File: config.mk
export PLATFORM = sky130hd
export DESIGN_NAME = ldist_obuf_flat
export DESIGN_NICKNAME = d
export VERILOG_FILES = /design/src/design/ldist_pkg.sv /design/src/design/ldist_rsp_if.sv /design/src/design/ldist_obuf.sv /design/src/flat_wrapper.sv
export SDC_FILE = /design/constraint.sdc
export NUM_CORES = 1
export LEC_CHECK = 0
export BUFFER_PORTS_ARGS = -buffer_cell sky130_fd_sc_hd__buf_2
export CAP_MARGIN = 20
export CORE_UTILIZATION = 30
export CTS_CLUSTER_SIZE = 16
export DETAILED_ROUTE_END_ITERATION = 8
export PLACE_DENSITY = 0.56
export SLEW_MARGIN = 25
export SYNTH_ARGS = -nofsm -noshare
export SYNTH_HDL_FRONTEND = slang
export SYNTH_SLANG_ARGS = --single-unit
File: constraint.sdc
create_clock -name clock -period 2.3 [get_ports clock]
set_input_delay 0.115 -clock clock [delete_from_list [all_inputs] [get_ports clock]]
set_output_delay 0.115 -clock clock [all_outputs]
set_load 0.05 [all_outputs]
File: src/design/ldist_pkg.sv
package ldist_pkg;

   localparam int unsigned MUL_STAGES = 3;
   localparam int unsigned DIV_STEPS  = 46;

   typedef logic signed [46:0] ldist_q_type;
   typedef logic signed [48:0] ldist_wide_type;
   typedef logic [45:0]        ldist_mag_type;

   typedef enum logic [2:0] {
      REG_K1,
      REG_K2,
      REG_K3,
      REG_K4,
      REG_K5,
      REG_K6,
      REG_P1,
      REG_P2
   } ldist_reg_type;

   typedef struct packed {
      logic signed [31:0] x;
      logic signed [31:0] y;
      ldist_q_type        xx;
      ldist_q_type        yy;
      ldist_q_type        xy;
      ldist_q_type        r2;
      ldist_q_type        tx;
      ldist_q_type        ty;
      ldist_q_type        acc_n;
      ldist_q_type        acc_d;
      ldist_q_type        dx;
      ldist_q_type        dy;
      logic               den_bad;
      logic               ovf;
   } ldist_side_type;

   typedef struct packed {
      logic signed [31:0] x_dist;
      logic signed [31:0] y_dist;
      logic               overflow;
   } ldist_res_type;

   localparam ldist_q_type    LIM_Q   = 47'sh3FFFFFFFFFFF;
   localparam ldist_q_type    ONE_Q   = 47'sh10000000;
   localparam ldist_wide_type LIM_W   = 49'sh3FFFFFFFFFFF;
   localparam ldist_wide_type OUT_MAX = 49'sh7FFFFFFF;
   localparam ldist_wide_type OUT_MIN = -49'sh80000000;

   function automatic ldist_mag_type mag_q(input ldist_q_type v);
      ldist_q_type n;
      n = v[46] ? -v : v;
      return n[45:0];
   endfunction

   function automatic ldist_q_type coef_q(input logic [31:0] k);
      return ldist_q_type'({{11{k[31]}}, k, 4'b0000});
   endfunction

   function automatic ldist_wide_type widen(input ldist_q_type v);
      return ldist_wide_type'(v);
   endfunction

   function automatic ldist_q_type sat_q(input ldist_wide_type v);
      if (v > LIM_W) return LIM_Q;
      if (v < -LIM_W) return -LIM_Q;
      return ldist_q_type'(v[46:0]);
   endfunction

   function automatic logic over_q(input ldist_wide_type v);
      return (v > LIM_W) || (v < -LIM_W);
   endfunction

   function automatic logic signed [31:0] out32(input ldist_wide_type v);
      if (v > OUT_MAX) return 32'sh7FFFFFFF;
      if (v < OUT_MIN) return 32'sh80000000;
      return v[31:0];
   endfunction

   function automatic logic over32(input ldist_wide_type v);
      return (v > OUT_MAX) || (v < OUT_MIN);
   endfunction

endpackage

File: src/design/ldist_rsp_if.sv
interface ldist_rsp_if;
   import ldist_pkg::*;
   logic               valid;
   logic               ready;
   logic signed [31:0] x_dist;
   logic signed [31:0] y_dist;
   logic               overflow;
   modport source (output valid, output x_dist, output y_dist, output overflow, input ready);
   modport sink (input valid, input x_dist, input y_dist, input overflow, output ready);
endinterface

File: src/design/ldist_obuf.sv
module ldist_obuf (
   input  logic                    clock,
   input  logic                    reset,
   input  logic                    in_valid,
   input  ldist_pkg::ldist_res_type in_res,
   output logic                    space,
   ldist_rsp_if.source             rsp_ch
);
   import ldist_pkg::*;

   ldist_res_type mem_ff [0:1];
   logic [1:0]    count_ff;
   logic          wr_ff;
   logic          rd_ff;
   logic          push;
   logic          pop;
   ldist_res_type head;

   assign space  = count_ff != 2'd2;
   assign push   = in_valid && space;
   assign pop    = rsp_ch.valid && rsp_ch.ready;
   assign head   = mem_ff[rd_ff];

   assign rsp_ch.valid    = count_ff != 2'd0;
   assign rsp_ch.x_dist   = head.x_dist;
   assign rsp_ch.y_dist   = head.y_dist;
   assign rsp_ch.overflow = head.overflow;

   always_ff @(posedge clock) begin
      if (reset) begin
         count_ff <= 2'd0;
         wr_ff    <= 1'b0;
         rd_ff    <= 1'b0;
      end else begin
         if (push) wr_ff <= !wr_ff;
         if (pop) rd_ff <= !rd_ff;
         if (push && !pop) count_ff <= count_ff + 2'd1;
         else if (pop && !push) count_ff <= count_ff - 2'd1;
      end
   end

   always_ff @(posedge clock) begin
      if (push) mem_ff[wr_ff] <= in_res;
   end
endmodule

File: src/flat_wrapper.sv
// flat-port wrapper written by rule: the top's interface ports become plain ports
module ldist_obuf_flat import ldist_pkg::*;
  (clock, reset, in_valid, in_res, space, rsp_ch_valid, rsp_ch_x_dist, rsp_ch_y_dist, rsp_ch_overflow, rsp_ch_ready);
  ldist_rsp_if rsp_ch_i ();
  input  logic clock;
  input  logic reset;
  input  logic in_valid;
  input  ldist_pkg::ldist_res_type in_res;
  output logic space;
  output wire logic [$bits(rsp_ch_i.valid)-1:0] rsp_ch_valid;
  output wire logic [$bits(rsp_ch_i.x_dist)-1:0] rsp_ch_x_dist;
  output wire logic [$bits(rsp_ch_i.y_dist)-1:0] rsp_ch_y_dist;
  output wire logic [$bits(rsp_ch_i.overflow)-1:0] rsp_ch_overflow;
  input wire logic [$bits(rsp_ch_i.ready)-1:0] rsp_ch_ready;
  assign rsp_ch_valid = rsp_ch_i.valid;
  assign rsp_ch_x_dist = rsp_ch_i.x_dist;
  assign rsp_ch_y_dist = rsp_ch_i.y_dist;
  assign rsp_ch_overflow = rsp_ch_i.overflow;
  assign rsp_ch_i.ready = rsp_ch_ready;
  ldist_obuf u_core (.clock(clock), .reset(reset), .in_valid(in_valid), .in_res(in_res), .space(space), .rsp_ch(rsp_ch_i));
endmodule
==> impl_table.tex <==
\begin{tabular}{lr}
\hline
Metric & Value \\
\hline
\multicolumn{2}{l}{\textbf{Power}} \\
Max rail drop VDD & 0.713 mV \\
Power per Cell Area & 1220 mW/mm\^{}2 \\
Total leakage power & between 2 and 3 nW \\
\multicolumn{2}{l}{\textbf{Logic synthesis}} \\
Sequential-to-total area share from yosys stat & between 80\% and 90\% \\
Number of storage elements in the synthesis netlist & roughly 140 \\
Cells after Synth & 226 \\
Area leader, netlist & edfxtp\_1 \\
Yosys warnings & 0 \\
Mean post-synth cell area & around 22 sq um \\
Post-Synthesis Net Count & 296 \\
Portion of synthesized cell area occupied by the leading cell type & 79.2\% \\
Netlist cell types & 19 \\
Mapped cell area & 0.00493 sq mm \\
Ranking of synthesized cells by area & edfxtp\_1 (79\%), mux2\_2 (15\%), dfxtp\_1 (2.0\%) \\
\multicolumn{2}{l}{\textbf{Route}} \\
Detailed Routing Iterations Pass 1 & 4 \\
Wire length per cell & $\sim$14 um \\
Drc violations & 0 \\
DR vias/cell & 4.11 \\
DRT iter0 DRCs & 94 \\
Routed wire length & 9600 um \\
Via total after detailed routing & 2760 \\
Antenna Violating Nets Remaining & 0 \\
\multicolumn{2}{l}{\textbf{Cells and area}} \\
Ratio of cells with drive above 1 in the final layout & 53.0\% \\
Net count of the finished layout & 512 \\
Sequential cell area & 0.00401 sq mm \\
Fill cell instance count of the final layout & 1436 \\
Area Growth Syn to Fin & 44.6\% \\
Number of standard cells in the layout, taps in and fillers out & 671 \\
Ant diodes & 0 \\
Area of combinational cells with multiple inputs & roughly 860 sq um \\
\multicolumn{2}{l}{\textbf{STA}} \\
Fin crit share & about 87\% \\
Max-slew violations & 0 \\
Final Hold Viols & 0 \\
RSZ-0062 raised after global routing & no \\
Highest attainable clock frequency & 501 MHz \\
Period minus WS final & about 2.0 ns \\
Clock skew & 0.00831 ns \\
Final total negative setup slack & 0 ns \\
Transition time at the pin with the least slew margin & 0.384 ns \\
Number of endpoints failing setup at the final stage & 0 \\
Remaining max-slew budget at the tightest pin & 74.4\% \\
\multicolumn{2}{l}{\textbf{Floorplan}} \\
Ports & 136 \\
Initial Util & 30.9\% \\
Floorplan Core Area & 0.0159 sq mm \\
Die Outline Area & about 0.017 sq mm \\
Placement row count & 46 \\
Horiz. Die Dim & roughly 130 um \\
Die Y-Extent & 130 um \\
\multicolumn{2}{l}{\textbf{Setup path}} \\
Cells traversed along the worst timing path & buf\_12 > mux2\_2 > buf\_2 \\
Dominant delay contributor by cell family on the critical path & buffers and inverters \\
Endpoint required time on the critical path & between 2 and 2.5 ns \\
Crit path kind & reg2out \\
Worst endpoint data arrival time & around 1.9 ns \\
Crit end category & output port \\
Crit path max fanout & 49 \\
Crit-path max cell delay & 0.51 ns \\
Buffer and inverter count on the worst path & 2 \\
Startpoint types & register \\
Standard cell with the maximum stage delay on the critical path & dfxtp\_4 \\
\multicolumn{2}{l}{\textbf{Clock tree}} \\
Clock transition time at the flip-flop clock pins of the worst setup and hold paths & about 0.060 ns \\
Number of levels the H-tree was split into & 4 \\
TritonCTS clock tree & built \\
Root buf cell & clkbuf\_16 \\
Num CTS Buffers & 17 \\
Clock network latency to the later pin of the worst-skew pair & 0.41 ns \\
Number of post-CTS setup repair buffers & 0 \\
Num Clock Sinks & 135 \\
Clk buf depth & 2 \\
\multicolumn{2}{l}{\textbf{Global route}} \\
Number of antenna violations at the first check in global routing & 0 \\
Vias in the first global route & 2902 \\
Largest net degree at the start of global routing & 66 \\
Remaining global-route overflow & 0 \\
Global-route wire length before repair & about 14000 um \\
Global routing usage summed across all routing layers & a little under an eighth \\
\multicolumn{2}{l}{\textbf{Worst hold path}} \\
Path class of the lowest-slack min-delay path & in2reg \\
\multicolumn{2}{l}{\textbf{Status}} \\
Outcome & finished clean \\
\multicolumn{2}{l}{\textbf{Placement}} \\
Sum of net half-perimeters after detailed placement & about 5500 um \\
RD Place Congestion & 0.630 \\
\# placed instances & 573 \\
Count of buffers inserted at the top-level ports & 135 \\
\multicolumn{2}{l}{\textbf{Job}} \\
Number of maximum-capacitance constraint violations & 0 \\
\hline
\end{tabular}
[synth_stat cells (all sizes together)]
| cell | count |
|---|---|
| or3 | 1 |
| and3 | 1 |
| edfxtp | 130 |
| dfxtp | 5 |
| and2 | 1 |
| mux2 | 65 |
| buf | 7 |
| a21bo | 1 |
| o21ai | 2 |
| ha | 1 |
| nand2b | 1 |
| nor2 | 3 |
| or2 | 1 |
| a21oi | 2 |
| nand3b | 1 |
| inv | 1 |
| xor2 | 3 |
[report_power, final]
part	switching [mW]	internal (mW)	leakage [nW]	total (mW)
logic	1.98	0.843	1.12	2.82
clock network	0.974	1.69	0.288	2.66
registers	0.124	3.08	1.26	3.20
[cells in the final DEF (no fill, tap or decap), types with 2 or more instances in the layout]
cell type and instances:
buf_2 135, edfxtp_1 130, dlygate4sd3_1 66, mux2_2 65, clkbuf_16 17, clkinv_2 8
clkinvlp_4 4, dfxtp_1 4, xor2_1 3, nor2_1 3, bufinv_16 3, buf_12 3
o21ai_0 2, a21oi_1 2
[what timing repair did]
action	4_1_cts	5_1_grt
endpoints found under the hold margin	135	0
resized for setup	0	0
hold buffers	66	0
[state kept, by name, summed over array words and instances (netlist names), named ones only]
register and cells:
u_core.wr_ff 1, u_core.rd_ff 1, u_core.count_ff 2, u_core.mem_ff 130
[logic make-up after synthesis]
kind of cell	after synthesis	synth area share, %
multiplexers	65	14.9
AO/OA/AOI/OAI	5	0.609
AND/OR/NAND/NOR	9	1.02
buffers and inverters	8	1.47
flip-flops	135	81.3
adder cells (fa/ha/maj)	1	0.254
XOR/XNOR	3	0.533
[worst reg2reg max path, delay by kind of cell, from the launching register on]
kind	cells	cell delay, ns
AND/OR/NAND/NOR	3	0.76
AO/OA/AOI/OAI	1	0.14
flip-flops	1	0.35
adder cells (fa/ha/maj)	1	0.31
[routing by layer]
| layer | vias up | global-route usage (%) | routed length, um |
|---|---|---|---|
| li1 | 1330 | - | - |
| met4 | 0 | 6.16 | 118 |
| met1 | 1336 | 12.4 | 3940 |
| met2 | 86 | 20.0 | 4920 |
| met5 | - | 0 | 0 |
| met3 | 8 | 5.08 | 619 |
[per-stage QoR]
stage	util (%)	hold WS [ns]	area (sq um)	setup slack, ns	total power, mW
finish	44.7	0.0327	7130	0.304	8.69
global route	44.7	0.0348	7130	0.193	9.06
CTS	44.7	0.0100	7130	0.260	8.81
detailed placement	36.9	0.307	5880	0.683	6.02
global placement	36.9	0.302	5880	0.721	5.99
floorplan	-	0.184	4930	0.0634	5.42
[final timing paths]
kind | start | to | slack [ns] | cells after the start
max | register | rsp_ch_x_dist[24] | 0.30 | 3
min | in_valid | u_core.wr_ff | 0.03 | 3
max reg2reg | u_core.count_ff[0] | u_core.count_ff[1] | 0.69 | 5
min reg2reg | u_core.rd_ff | u_core.rd_ff | 0.52 | 2
[layout make-up]
type,instances,share of cell area [%]
Multi-Input combinational cell,83,12.0
Clock inverter,15,2.26
Inverter,1,0.105
Sequential cell,135,56.2
Tap cell,216,3.79
Timing Repair Buffer,204,19.6
Clock buffer,17,5.97
(Power assumes the default switching activity.)
