**src/design/ldist_pkg.sv**
```systemverilog
package ldist_pkg;

   localparam int unsigned MUL_STAGES = 3;
   localparam int unsigned DIV_STEPS  = 46;

   typedef logic signed [46:0] ldist_q_type;
   typedef logic signed [48:0] ldist_wide_type;
   typedef logic [45:0]        ldist_mag_type;

   typedef enum logic [2:0] {
      REG_K1,
      REG_K2,
      REG_K3,
      REG_K4,
      REG_K5,
      REG_K6,
      REG_P1,
      REG_P2
   } ldist_reg_type;

   typedef struct packed {
      logic signed [31:0] x;
      logic signed [31:0] y;
      ldist_q_type        xx;
      ldist_q_type        yy;
      ldist_q_type        xy;
      ldist_q_type        r2;
      ldist_q_type        tx;
      ldist_q_type        ty;
      ldist_q_type        acc_n;
      ldist_q_type        acc_d;
      ldist_q_type        dx;
      ldist_q_type        dy;
      logic               den_bad;
      logic               ovf;
   } ldist_side_type;

   typedef struct packed {
      logic signed [31:0] x_dist;
      logic signed [31:0] y_dist;
      logic               overflow;
   } ldist_res_type;

   localparam ldist_q_type    LIM_Q   = 47'sh3FFFFFFFFFFF;
   localparam ldist_q_type    ONE_Q   = 47'sh10000000;
   localparam ldist_wide_type LIM_W   = 49'sh3FFFFFFFFFFF;
   localparam ldist_wide_type OUT_MAX = 49'sh7FFFFFFF;
   localparam ldist_wide_type OUT_MIN = -49'sh80000000;

   function automatic ldist_mag_type mag_q(input ldist_q_type v);
      ldist_q_type n;
      n = v[46] ? -v : v;
      return n[45:0];
   endfunction

   function automatic ldist_q_type coef_q(input logic [31:0] k);
      return ldist_q_type'({{11{k[31]}}, k, 4'b0000});
   endfunction

   function automatic ldist_wide_type widen(input ldist_q_type v);
      return ldist_wide_type'(v);
   endfunction

   function automatic ldist_q_type sat_q(input ldist_wide_type v);
      if (v > LIM_W) return LIM_Q;
      if (v < -LIM_W) return -LIM_Q;
      return ldist_q_type'(v[46:0]);
   endfunction

   function automatic logic over_q(input ldist_wide_type v);
      return (v > LIM_W) || (v < -LIM_W);
   endfunction

   function automatic logic signed [31:0] out32(input ldist_wide_type v);
      if (v > OUT_MAX) return 32'sh7FFFFFFF;
      if (v < OUT_MIN) return 32'sh80000000;
      return v[31:0];
   endfunction

   function automatic logic over32(input ldist_wide_type v);
      return (v > OUT_MAX) || (v < OUT_MIN);
   endfunction

endpackage

```
**src/design/ldist_delay.sv**
```systemverilog
module ldist_delay (
   input  logic                     clock,
   input  logic                     reset,
   input  logic                     en,
   input  logic                     in_valid,
   input  ldist_pkg::ldist_side_type in_side,
   output logic                     out_valid,
   output ldist_pkg::ldist_side_type out_side
);
   import ldist_pkg::*;

   logic           v_ff    [0:MUL_STAGES-1];
   ldist_side_type side_ff [0:MUL_STAGES-1];

   always_ff @(posedge clock) begin
      if (reset) begin
         for (int k = 0; k < MUL_STAGES; k++) v_ff[k] <= 1'b0;
      end else if (en) begin
         v_ff[0] <= in_valid;
         for (int k = 1; k < MUL_STAGES; k++) v_ff[k] <= v_ff[k-1];
      end
   end

   always_ff @(posedge clock) begin
      if (en) begin
         side_ff[0] <= in_side;
         for (int k = 1; k < MUL_STAGES; k++) side_ff[k] <= side_ff[k-1];
      end
   end

   assign out_valid = v_ff[MUL_STAGES-1];
   assign out_side  = side_ff[MUL_STAGES-1];
endmodule

```
**config.mk**
```make
export PLATFORM = sky130hd
export DESIGN_NAME = ldist_delay
export DESIGN_NICKNAME = d
export VERILOG_FILES = /design/src/design/ldist_pkg.sv /design/src/design/ldist_delay.sv
export SDC_FILE = /design/constraint.sdc
export NUM_CORES = 1
export LEC_CHECK = 0
export ABC_AREA = 0
export BUFFER_PORTS_ARGS = -buffer_cell sky130_fd_sc_hd__buf_2
export CAP_MARGIN = 20
export CORE_AREA = 2 2 423 425
export CTS_CLUSTER_DIAMETER = 100
export CTS_CLUSTER_SIZE = 10
export DETAILED_ROUTE_END_ITERATION = 6
export DIE_AREA = 0 0 425 427
export SLEW_MARGIN = 20
export SYNTH_ARGS = -nofsm -noshare
export SYNTH_HDL_FRONTEND = slang
export SYNTH_SLANG_ARGS = --single-unit
```
**constraint.sdc**
```tcl
create_clock -name clock -period 1.44 [get_ports clock]
set_clock_uncertainty 0.05 [all_clocks]
set_input_delay 0.144 -clock clock [delete_from_list [all_inputs] [get_ports clock]]
set_output_delay 0.144 -clock clock [all_outputs]
set_load 0.02 [all_outputs]
```
==> flow_summary.json, run 1 <==
{
  "max-slew-margin-rel_pct": 66.89,
  "io_pins": 1077,
  "die_y_um": 427,
  "min_period_ps": 1710,
  "layout.nets": 4457,
  "initial_utilization_pct": 29.58,
  "place.gp.congestion": 0.8598,
  "overflow": 0,
  "top_usage_layer": "met2",
  "r2r_cells": 0,
  "hold_depth": 2,
  "syn_area_per_cell_sq_um": 24.38,
  "insertion_delay_ps": 800,
  "die_w_um": 425,
  "synth_cell_types": 4,
  "grt_max_degree": 96,
  "crit_arrival_ps": 1520,
  "critPathMaxFanout": 1,
  "rows": 155,
  "setup_viol": 537,
  "fmaxAchievable_ghz": 0.5848,
  "critPathLaunchType": "flip-flop",
  "wl_um": 139700,
  "cp-end-kind": "output port",
  "crit_buf_inv": 1,
  "first_iter_violations": 2024,
  "crit-reg2reg-launch": "side_ff[0][667]",
  "path_clk_slew_ps": 60,
  "hp-class": "in2reg",
  "rsz0062_at_grt": "true",
  "grt_pass1_vias": 26410,
  "post_cts_buffers": 0,
  "finalInstanceArea_sq_mm": 0.07552,
  "worst_pin_slew_ps": 496.7,
  "cts-root-buf": "clkbuf_16",
  "die_area_sq_mm": 0.1815,
  "p_switching_mw": 22.32,
  "internal_power_mw": 82.42,
  "path_cells": "buf_6",
  "synth_seq_cells": 1611,
  "ys_seq_area_share_pct": 92.26,
  "fin_hold_ws_ps": 66.75,
  "dp_slack_ps": 4.697,
  "grt_antenna_before_repair": 58,
  "clock_path_buffers": 3,
  "grtUsageMet2_pct": 25.35,
  "place_hpwl_um": 92510,
  "rrSetupSlack_ps": 570,
  "vias": 25490,
  "grt_pass1_wl_um": 185800,
  "fin_util_pct": 42.60,
  "numPortBuffers": 1076,
  "timing.rr.end": "side_ff[0][1203]",
  "finalHoldViolCount": 0,
  "violations": "setup timing",
  "finalCritPeriodShare_pct": 118.7,
  "status": "finished, violations left",
  "first_pass_iters": 5,
  "cts_tree": "done",
  "cts_sinks": 1611,
  "postSynthCellCount": 2151,
  "syn_nets": 2691,
  "p_per_area_mw_per_mm2": 1387,
  "cp_slowest_cell": "edfxtp_1",
  "core_sq_mm": 0.1773,
  "numCtsBuffers": 181,
  "clkPwrFrac_pct": 38.4,
  "htreeDepth": 4,
  "grt_usage_pct": 14.44,
  "worstSetupPathType": "reg2out",
  "min_to": "side_ff[0][489]",
  "syn_area_sq_mm": 0.05243,
  "via_per_inst": 4.037,
  "grt_use_met3_pct": 4.019,
  "setup_ws_ps": -269.9,
  "p_seq_share_pct": 54.3,
  "wire_per_inst_um": 22.12,
  "leakagePower_nw": 28.08,
  "critPathLaunch": "side_ff[0][1606]",
  "yosysWarnings": 0,
  "fin_setup_tns_ps": -50070,
  "dpl-instance-area_sq_mm": 0.05791,
  "required_ps": 1250,
  "ant_nets": 0,
  "critPathTopFamily": "flip-flops",
  "drc": 0,
  "cap_viol_max_count": 0,
  "use_met1_pct": 16.12,
  "p_sw_share_pct": 21.31,
  "hold_start": "in_side[489]",
  "maxSlewViolCount": 0,
  "drive_above_1_share_pct": 34.70,
  "vdd_ir_drop_max_mv": 1.272,
  "cpPeakStageDelay_ps": 520,
  "p_comb_share_pct": 7.4,
  "syn2layout_area_growth_pct": 44.03
}
-- state kept, by name, indices dropped and copies added (netlist names) --
signal,count
v_ff,3
side_ff,1608
-- power groups by stage --
stage          combinational [mW]  sequential, mW  clock [mW]
2_1_floorplan                2.43            56.9           0
3_3_place_gp                 4.51            57.4           0
3_5_place_dp                 4.55            57.5           0
4_1_cts                      7.47            56.7        40.8
5_1_grt                      8.07            57.1        42.9
6_report                     7.70            56.9        40.2
-- worst max path at each step --
| stage | slack [ps] | endpoint | cells past startpoint |
|---|---|---|---|
| after floorplan | 660 | v_ff[0][1] | 1 |
| after global placement | 20 | side_ff[0][1171] | 2 |
| after detailed placement | 5 | side_ff[0][1318] | 2 |
| after CTS | -350 | out_side[534] | 1 |
| after global routing | -340 | out_side[534] | 1 |
| final | -270 | out_side[534] | 1 |
-- per-layer routing --
layer	vias to the layer above	wire [um]	part of all wire [%]
li1	11180	-	-
met1	12850	50730	36
met2	1126	73890	53
met3	330	8892	6.4
met4	2	6148	4.4
met5	-	12	0.0086
-- through the flow --
step                      cells  power (mW)
after floorplan            2151       59.34
after global placement     5135       61.88
after detailed placement   5135       62.04
after CTS                  6290       105.0
after global routing       6310       108.0
final                      6314       104.7
-- cells by family after synthesis --
kind of cell / after synthesis / share of synthesized area (%)
buffers and inverters: 536 / 7.674
DFF: 1611 / 92.26
and+or+nand+nor: 4 / 0.06206
-- cell usage after synthesis (all sizes together) --
cell type / n / area [sq um]
edfxtp: 1611 / 48380
buf: 536 / 4024
and3b: 3 / 26.28
or2: 1 / 6.260
-- what timing repair did --
action | in CTS | in global routing
resized for setup | 788 | 201
endpoints found under the hold margin | 1189 | 1
cloned | 0 | 1
hold buffers | 952 | 1
setup endpoints to repair | 537 | 538
-- layout by cell type (no fill, tap or decap) --
cell	instances
and3b_1	3
buf_4	50
clkbuf_1	2
edfxtp_1	1611
inv_6	4
clkinv_1	1
clkinv_16	4
or2_1	1
dlymetal6s4s_1	1
clkbuf_16	186
dlygate4sd3_1	952
buf_6	493
buf_12	39
buf_2	583
diode_2	22
bufinv_16	1
clkinvlp_4	1
clkinv_8	5
-- area by class of cell --
cell class                      instances  area, sq um
Clock buffer                          187         4637
Antenna cell                           22        55.05
Tap cell                             2355         2947
Multi-Input combinational cell          4        32.53
Timing Repair Buffer                 2119        19190
Clock inverter                         16        277.8
Sequential cell                      1611        48380
Fill cell                           14890       101700
No activity file was read; power rests on OpenSTA's default activity.
==> run 2, diff against run 1 <==
==> constraint.sdc (replaced) <==
create_clock -name clock -period 1.44 [get_ports clock]
set_clock_uncertainty 0.05 [all_clocks]
set_input_delay 0.288 -clock clock [delete_from_list [all_inputs] [get_ports clock]]
set_output_delay 0.288 -clock clock [all_outputs]
set_load 0.02 [all_outputs]
==> run 2 against run 1 <==
Against the previous run:
- the flow still finishes with violations (setup timing)
- via count fell by 7.7%
- sequential cell count unchanged
- sequential power barely moved
- maximum frequency decreased by 10%
- combinational power is 11% lower
- global-route usage fell by 0.57 points
- power fell by 1.4%
- cell count down 6.2%
- worst hold slack gained 5.9 ps
- design area fell by 5.3%
==> flow_summary.json, run 2 (same netlist as run 1, synthesis figures left out) <==
{
  "status": "finished, violations left",
  "violations": "setup timing",
  "worstSetupPathType": "reg2out",
  "drc": 0,
  "ant_nets": 0,
  "grt_antenna_before_repair": 42,
  "top_register": "side_ff",
  "required_ps": 1100,
  "cp_slowest_cell": "edfxtp_1",
  "core_sq_mm": 0.1773,
  "dp_slack_ps": -144.0,
  "top_usage_layer": "met2",
  "finalHoldViolCount": 0,
  "worst_pin_slew_ps": 427.6,
  "initial_utilization_pct": 29.58,
  "first_pass_iters": 5,
  "max-slew-margin-rel_pct": 71.49,
  "cp-end-kind": "output port",
  "vdd_ir_drop_max_mv": 1.092,
  "syn2layout_area_growth_pct": 36.38,
  "grt_pass1_wl_um": 175900,
  "place_inst": 5158,
  "cpPeakStageDelay_ps": 550,
  "fin_setup_tns_ps": -133580,
  "grtUsageMet2_pct": 23.95,
  "numPortBuffers": 1076,
  "grt_max_degree": 84,
  "critPathMaxFanout": 1,
  "io_pins": 1077,
  "grt_usage_pct": 13.86,
  "grt_use_met3_pct": 4.190,
  "fin_util_pct": 40.34,
  "numCtsBuffers": 181,
  "biggestRegsByFlops": "side_ff: 1608 flops, v_ff: 3 flops",
  "hp-class": "in2reg",
  "layout_commonest_cell": "edfxtp_1",
  "setup_ws_ps": -465.6,
  "die_y_um": 427,
  "post_cts_buffers": 0,
  "path_clk_slew_ps": 60,
  "min_period_ps": 1906,
  "fillerInstances": 15390,
  "fin_hold_ws_ps": 72.61,
  "fin_cells": 5922,
  "critPathTopFamily": "flip-flops",
  "use_met1_pct": 15.69,
  "rsz0062_at_grt": "true",
  "crit_arrival_ps": 1570,
  "cts_tree": "done",
  "insertion_delay_ps": 820,
  "wl_um": 131900,
  "cap_viol_max_count": 0,
  "first_iter_violations": 1822,
  "rows": 155,
  "layout.nets": 4070,
  "clock_path_buffers": 3,
  "place.gp.congestion": 0.8423,
  "crit_buf_inv": 1,
  "maxSlewViolCount": 0,
  "critPathLaunchType": "flip-flop",
  "die_w_um": 425,
  "place_hpwl_um": 93810,
  "leakagePower_nw": 26.45,
  "path_cells": "buf_6",
  "die_area_sq_mm": 0.1815,
  "fmaxAchievable_ghz": 0.5248,
  "wire_per_inst_um": 22.27,
  "grt_pass1_vias": 24210,
  "overflow": 0,
  "drive_above_1_share_pct": 39.21,
  "finalCritPeriodShare_pct": 132.3,
  "cts_sinks": 1611,
  "p_per_area_mw_per_mm2": 1444,
  "via_per_inst": 3.971,
  "largest_reg_flops": 1608,
  "vias": 23520,
  "htreeDepth": 4,
  "setup_viol": 537,
  "layout_common_cells": "1611 x edfxtp_1, 580 x buf_2, 542 x dlygate4sd3_1",
  "cts-root-buf": "clkbuf_16"
}
run 2: cell count changes in the layout (fill, tap and decap cells not counted), sizes merged:
cell	previous run	this run
dlymetal6s4s	1	0
dlygate4sd3	952	542
bufinv	1	0
buf	1165	1190
inv	4	10
clkinv	10	6
diode	22	19
clkbuf	188	184
run 2: per-stage QoR:
step | total power [mW] | instance area, sq um
finish | 103.3 | 71510
global route | 106.6 | 71490
CTS | 104.1 | 70890
detailed placement | 62.07 | 58050
global placement | 61.93 | 58050
floorplan | 59.34 | 52430
run 2: layer usage:
metal	up-vias	routed length [um]
met3	264	9602
met4	2	5762
met1	11800	47580
li1	10400	-
met2	1050	68940
met5	-	13
run 2: power by group:
| group | leakage (nW) | total (mW) | switching, mW | internal [mW] |
|---|---|---|---|---|
| Combinational | 8.30 | 6.83 | 3.49 | 3.34 |
| Sequential | 15.8 | 56.8 | 1.29 | 55.5 |
| Clock | 2.38 | 39.6 | 17.1 | 22.6 |
run 2: final timing paths:
kind | startpoint | endpoint | slack [ps] | cells after the start
worst max register to register | v_ff[0][1] | v_ff[0][2] | 610 | 1
worst min-delay path | en | side_ff[0][412] | 70 | 2
worst max-delay path | side_ff[0][1560] | out_side[488] | -470 | 1
worst min register to register | side_ff[0][123] | side_ff[0][659] | 340 | 0
run 2: layout make-up:
class	instances	area, sq um	area share (%)
sequential	1611	48380	67.65
timing repair buffer	1732	15250	21.33
clock buffer	184	4604	6.439
tap	2355	2947	4.121
clock inverter	17	245.2	0.3430
antenna	19	47.55	0.06649
multi-input combinational	4	32.53	0.04549
run 2: repair_timing:
| item | 4_1_cts | 5_1_grt |
|---|---|---|
| endpoints found under the setup margin | 537 | 537 |
| endpoints found under the hold margin | 568 | 0 |
| gates resized for setup | 808 | 184 |
| hold buffers | 544 | 0 |
| cloned | 0 | 0 |
